--- src/sv/dcm_pkg.sv ---
package dcm_pkg;

  // Fixed-point geometry: positions in units of 2^-23 pixel.
  localparam int FRAC_BITS = 23;
  localparam int POS_W     = 33;  // pixel (10b) plus fraction, and radius up to 512 px
  localparam int SQ_W      = 2 * POS_W;

  localparam int MAX_MASK_SIZE = 1024;

  // R2 sequence multipliers
  localparam logic [31:0] PHI_X = 32'd3242174889;
  localparam logic [31:0] PHI_Y = 32'd2447445413;

  // One item travelling down the chain
  typedef struct packed {
    logic       valid;
    logic [9:0] px;
    logic [9:0] py;
    logic [7:0] count;
  } dcm_item_t;

  // Shape geometry broadcast to every cell
  typedef struct packed {
    logic [POS_W-1:0] r_out;
    logic [SQ_W-1:0]  out_sq;
    logic [SQ_W-1:0]  in_sq;
    logic             ring;
  } dcm_geom_t;

  // Top 23 bits of (k * phi) mod 2^32
  function automatic logic [FRAC_BITS-1:0] sample_offset(input logic [7:0] k,
                                                         input logic [31:0] phi);
    logic [31:0] v;
    v = 32'(k) * phi;
    return v[31:32-FRAC_BITS];
  endfunction

  function automatic logic [POS_W-1:0] abs_diff(input logic [POS_W-1:0] a,
                                               input logic [POS_W-1:0] b);
    return (a >= b) ? (a - b) : (b - a);
  endfunction

  function automatic logic [SQ_W-1:0] square(input logic [POS_W-1:0] a);
    return SQ_W'(a) * SQ_W'(a);
  endfunction

endpackage

--- src/sv/dcm_out_buf.sv ---
// Two-entry result buffer; the chain advances while it has room.
module dcm_out_buf import dcm_pkg::*; (
  input  logic       clk,
  input  logic       rst,
  input  logic       push,
  input  logic [7:0] push_data,
  output logic       room,
  output logic       m_tvalid,
  input  logic       m_tready,
  output logic [7:0] m_tdata
);

  logic [7:0] mem [2];
  logic       wr_ptr, rd_ptr;
  logic [1:0] fill;
  logic       pop;

  assign room     = !fill[1];
  assign m_tvalid = (fill != 2'd0);
  assign m_tdata  = mem[rd_ptr];
  assign pop      = m_tvalid && m_tready;

  always_ff @(posedge clk) begin
    if (rst) begin
      wr_ptr <= 1'b0;
      rd_ptr <= 1'b0;
      fill   <= 2'd0;
    end else begin
      if (push) wr_ptr <= !wr_ptr;
      if (pop)  rd_ptr <= !rd_ptr;
      fill <= fill + {1'b0, push} - {1'b0, pop};
    end
  end

  always_ff @(posedge clk) begin
    if (push) mem[wr_ptr] <= push_data;
  end

endmodule

--- config.mk ---
export PLATFORM = sky130hd
export DESIGN_NAME = dcm_out_buf
export DESIGN_NICKNAME = d
export VERILOG_FILES = /design/src/sv/dcm_pkg.sv /design/src/sv/dcm_out_buf.sv
export SDC_FILE = /design/constraint.sdc
export NUM_CORES = 1
export LEC_CHECK = 0
export BUFFER_PORTS_ARGS = -buffer_cell sky130_fd_sc_hd__buf_2
export CORE_ASPECT_RATIO = 0.8
export CORE_MARGIN = 4
export CORE_UTILIZATION = 49
export DETAILED_ROUTE_END_ITERATION = 16
export PLACE_DENSITY = 0.75
export SYNTH_ARGS = -nofsm -noshare
export SYNTH_HDL_FRONTEND = slang
export SYNTH_SLANG_ARGS = --single-unit
--- constraint.sdc ---
create_clock -name clk -period 2 [get_ports clk]
set_clock_uncertainty 0.2 [all_clocks]
set_input_delay 0.2 -clock clk [delete_from_list [all_inputs] [get_ports clk]]
set_output_delay 0.2 -clock clk [all_outputs]
set_load 0.02 [all_outputs]
==> flow_metrics.env <==
export IMPL_antenna_found_initial=0
export IMPL_status="complete, no violations"
export IMPL_hold_depth=3
export IMPL_start_util_pct=55.7
export IMPL_cp_end_kind="primary output"
export IMPL_crit_path_start_kind="flip-flop"
export IMPL_regToRegStartpoint="fill[1]$_SDFF_PP0_"
export IMPL_tightestPinTransition_ps=365
export IMPL_insertedDiodeCount=0
export IMPL_layout_worst_path_cycle_share_pct=89.4
export IMPL_path_max_fanout=8
export IMPL_m1WireLength_um=517
export IMPL_synth_cell_types=14
export IMPL_synthTopCellsByArea="edfxtp_1, dfxtp_1, mux2_2"
export IMPL_postSynthAreaPerCell_um2=17.3
export IMPL_die_w_um=54.0
export IMPL_wirelength_um=1320
export IMPL_rrSetupSlack_ps=440
export IMPL_syn_nets=62
export IMPL_grtUsageTotal_pct=12.8
export IMPL_slew_violations=0
export IMPL_first_pass_iters=2
export IMPL_cts_sinks=21
export IMPL_grt_overflow=0
export IMPL_r2r_end="fill[1]$_SDFF_PP0_"
export IMPL_cts_made_buffers=3
export IMPL_cp_cell_sequence="mux2_2 > buf_2"
export IMPL_worstPathRequired_ps=1600
export IMPL_fin_crit_ps=1790
export IMPL_p_per_area_nw_per_um2=1060
export IMPL_cts_htree_levels=1
export IMPL_whs_ps=103
export IMPL_antenna_left=0
export IMPL_post_route_drc_count=0
export IMPL_postPlaceCellArea_um2=962
export IMPL_gp_congestion=0.674
export IMPL_area_growth_pct=31.6
export IMPL_fin_cells=104
export IMPL_final_hold_viol_count=0
export IMPL_first_global_vias=503
export IMPL_met2_length_um=722
export IMPL_rr_worst_depth=6
export IMPL_cp_data_arrival_time_ps=1390
export IMPL_synth_area_leader_cell="edfxtp_1"
export IMPL_clk_latency_ps=290
export IMPL_syn_cell_area_um2=828
export IMPL_synthCells=48
export IMPL_critPathKind="reg -> out"
export IMPL_dieArea_um2=2420
export IMPL_dieHeight_um=44.8
export IMPL_final_layout_size_suffix_gt1_share_pct=44.6
export IMPL_yosysSeqAreaShare_pct=70.1
export IMPL_pre_cts_ws_ps=456
export IMPL_p_leak_nw=0.449
export IMPL_crit_path_end="m_tdata[7]"
export IMPL_cts_buffer_depth=2
export IMPL_cts_tree="yes"
export IMPL_max_vdd_ir_drop_v=0.000770
export IMPL_clkTransAtPathRegs_ps=100
export IMPL_min_path_type="in -> reg"
export IMPL_rsz0062_at_grt="no"
export IMPL_grt_pass1_wl_um=2140
export IMPL_dp_cells=90
export IMPL_vias=472
export IMPL_wl_per_cell_um=12.7
export IMPL_fin_total_pwr_mw=1.16
export IMPL_fin_ws_ps=211
export IMPL_fmax_mhz=559
export IMPL_ios=22
export IMPL_yosys_warnings=0
export IMPL_relSlewSlack_pct=75.7
export IMPL_drt_iter0_markers=7
export IMPL_finalInstanceArea_um2=1090
export IMPL_critPathMaxStageDelay_ps=550
export IMPL_drv_cap=0
export IMPL_rows=12
export IMPL_place_hpwl_um=858
export IMPL_setup_viol=0
export IMPL_tns_ps=0
export IMPL_cp_slowest_cell="dfxtp_1"
export IMPL_met3_length_um=77
export IMPL_grt_max_degree=13
export IMPL_postLayoutCoreUtil_pct=73.3
export IMPL_cts_root_buf="clkbuf_4"
export IMPL_synth_top_area_share_pct=58.0
export IMPL_portBuffers=21
export IMPL_ys_seq_elements=21
export IMPL_core_area_um2=1490
export IMPL_final_nets=98
export IMPL_via_per_inst=4.54
export IMPL_route_top_layer_used="met3"
metal layers:
layer	global-route usage (%)	up-vias
met2	25.4	14
met4	1.53	0
met1	12.9	218
met5	0	-
met3	4.29	0
li1	-	240
synthesized netlist by cell type:
master	n
dfxtp_1	5
mux2_4	2
xnor3_1	1
o21a_4	1
xnor2_1	1
edfxtp_1	16
nor2b_1	3
nor2_1	3
mux2_2	8
nand2_1	1
buf_2	1
ha_1	2
and2_1	1
inv_1	3
kinds of logic (layout without fill, tap and decap cells):
family | after synthesis | count (layout) | share of synthesized area, %
flip-flops | 21 | 21 | 70.1
multiplexers | 10 | 10 | 14.5
AND/OR/NAND/NOR | 8 | 8 | 4.83
buffers and inverters | 4 | 39 | 1.96
adder cells (fa/ha/maj) | 2 | 2 | 3.02
XOR/XNOR | 2 | 2 | 3.78
AO/OA/AOI/OAI | 1 | 1 | 1.81
cells in the final DEF, fill, tap and decap left out, types with 2 or more instances in the layout:
master,count
clkbuf_4,3
mux2_2,8
dfxtp_1,5
nor2_1,3
buf_2,21
mux2_4,2
ha_1,2
edfxtp_1,16
nor2b_1,3
dlygate4sd3_1,10
inv_1,3
where the power goes:
part | internal (mW) | switching [mW]
Combinational | 0.210 | 0.186
Clock | 0.0743 | 0.118
Sequential | 0.526 | 0.0458
layout make-up:
| class | instances | area (um^2) |
|---|---|---|
| tap | 21 | 26.3 |
| clock inverter | 1 | 5.00 |
| sequential | 21 | 581 |
| fill | 107 | 397 |
| inverter | 3 | 11.3 |
| multi-input combinational | 23 | 231 |
| clock buffer | 3 | 22.5 |
| timing repair buffer | 32 | 213 |
worst min-delay path by stage:
stage | start | slack (ps) | to
5_1_grt | m_tready | 100 | rd_ptr$_SDFFE_PP0P_
6_report | m_tready | 100 | rd_ptr$_SDFFE_PP0P_
2_1_floorplan | rst | 70 | fill[0]$_SDFF_PP0_
3_3_place_gp | push_data[7] | 190 | mem[1][7]$_DFFE_PP_
3_5_place_dp | push_data[3] | 190 | mem[1][3]$_DFFE_PP_
4_1_cts | m_tready | 100 | rd_ptr$_SDFFE_PP0P_
registers in the layout (all words and copies together), names as in the netlist, named ones only:
name    count
mem        16
fill        2
rd_ptr      1
wr_ptr      1
repair_timing:
item | 4_1_cts | 5_1_grt
hold endpoints to repair | 19 | 0
hold buffers | 10 | 0
buffers inserted | 0 | 0
resized for setup | 0 | 0
critical path: cells and delay by family (launching register included):
family	cells	cell delay [ps]
multiplexers	1	390
flip-flops	1	550
buffers and inverters	1	160
(Power assumes the default switching activity.)
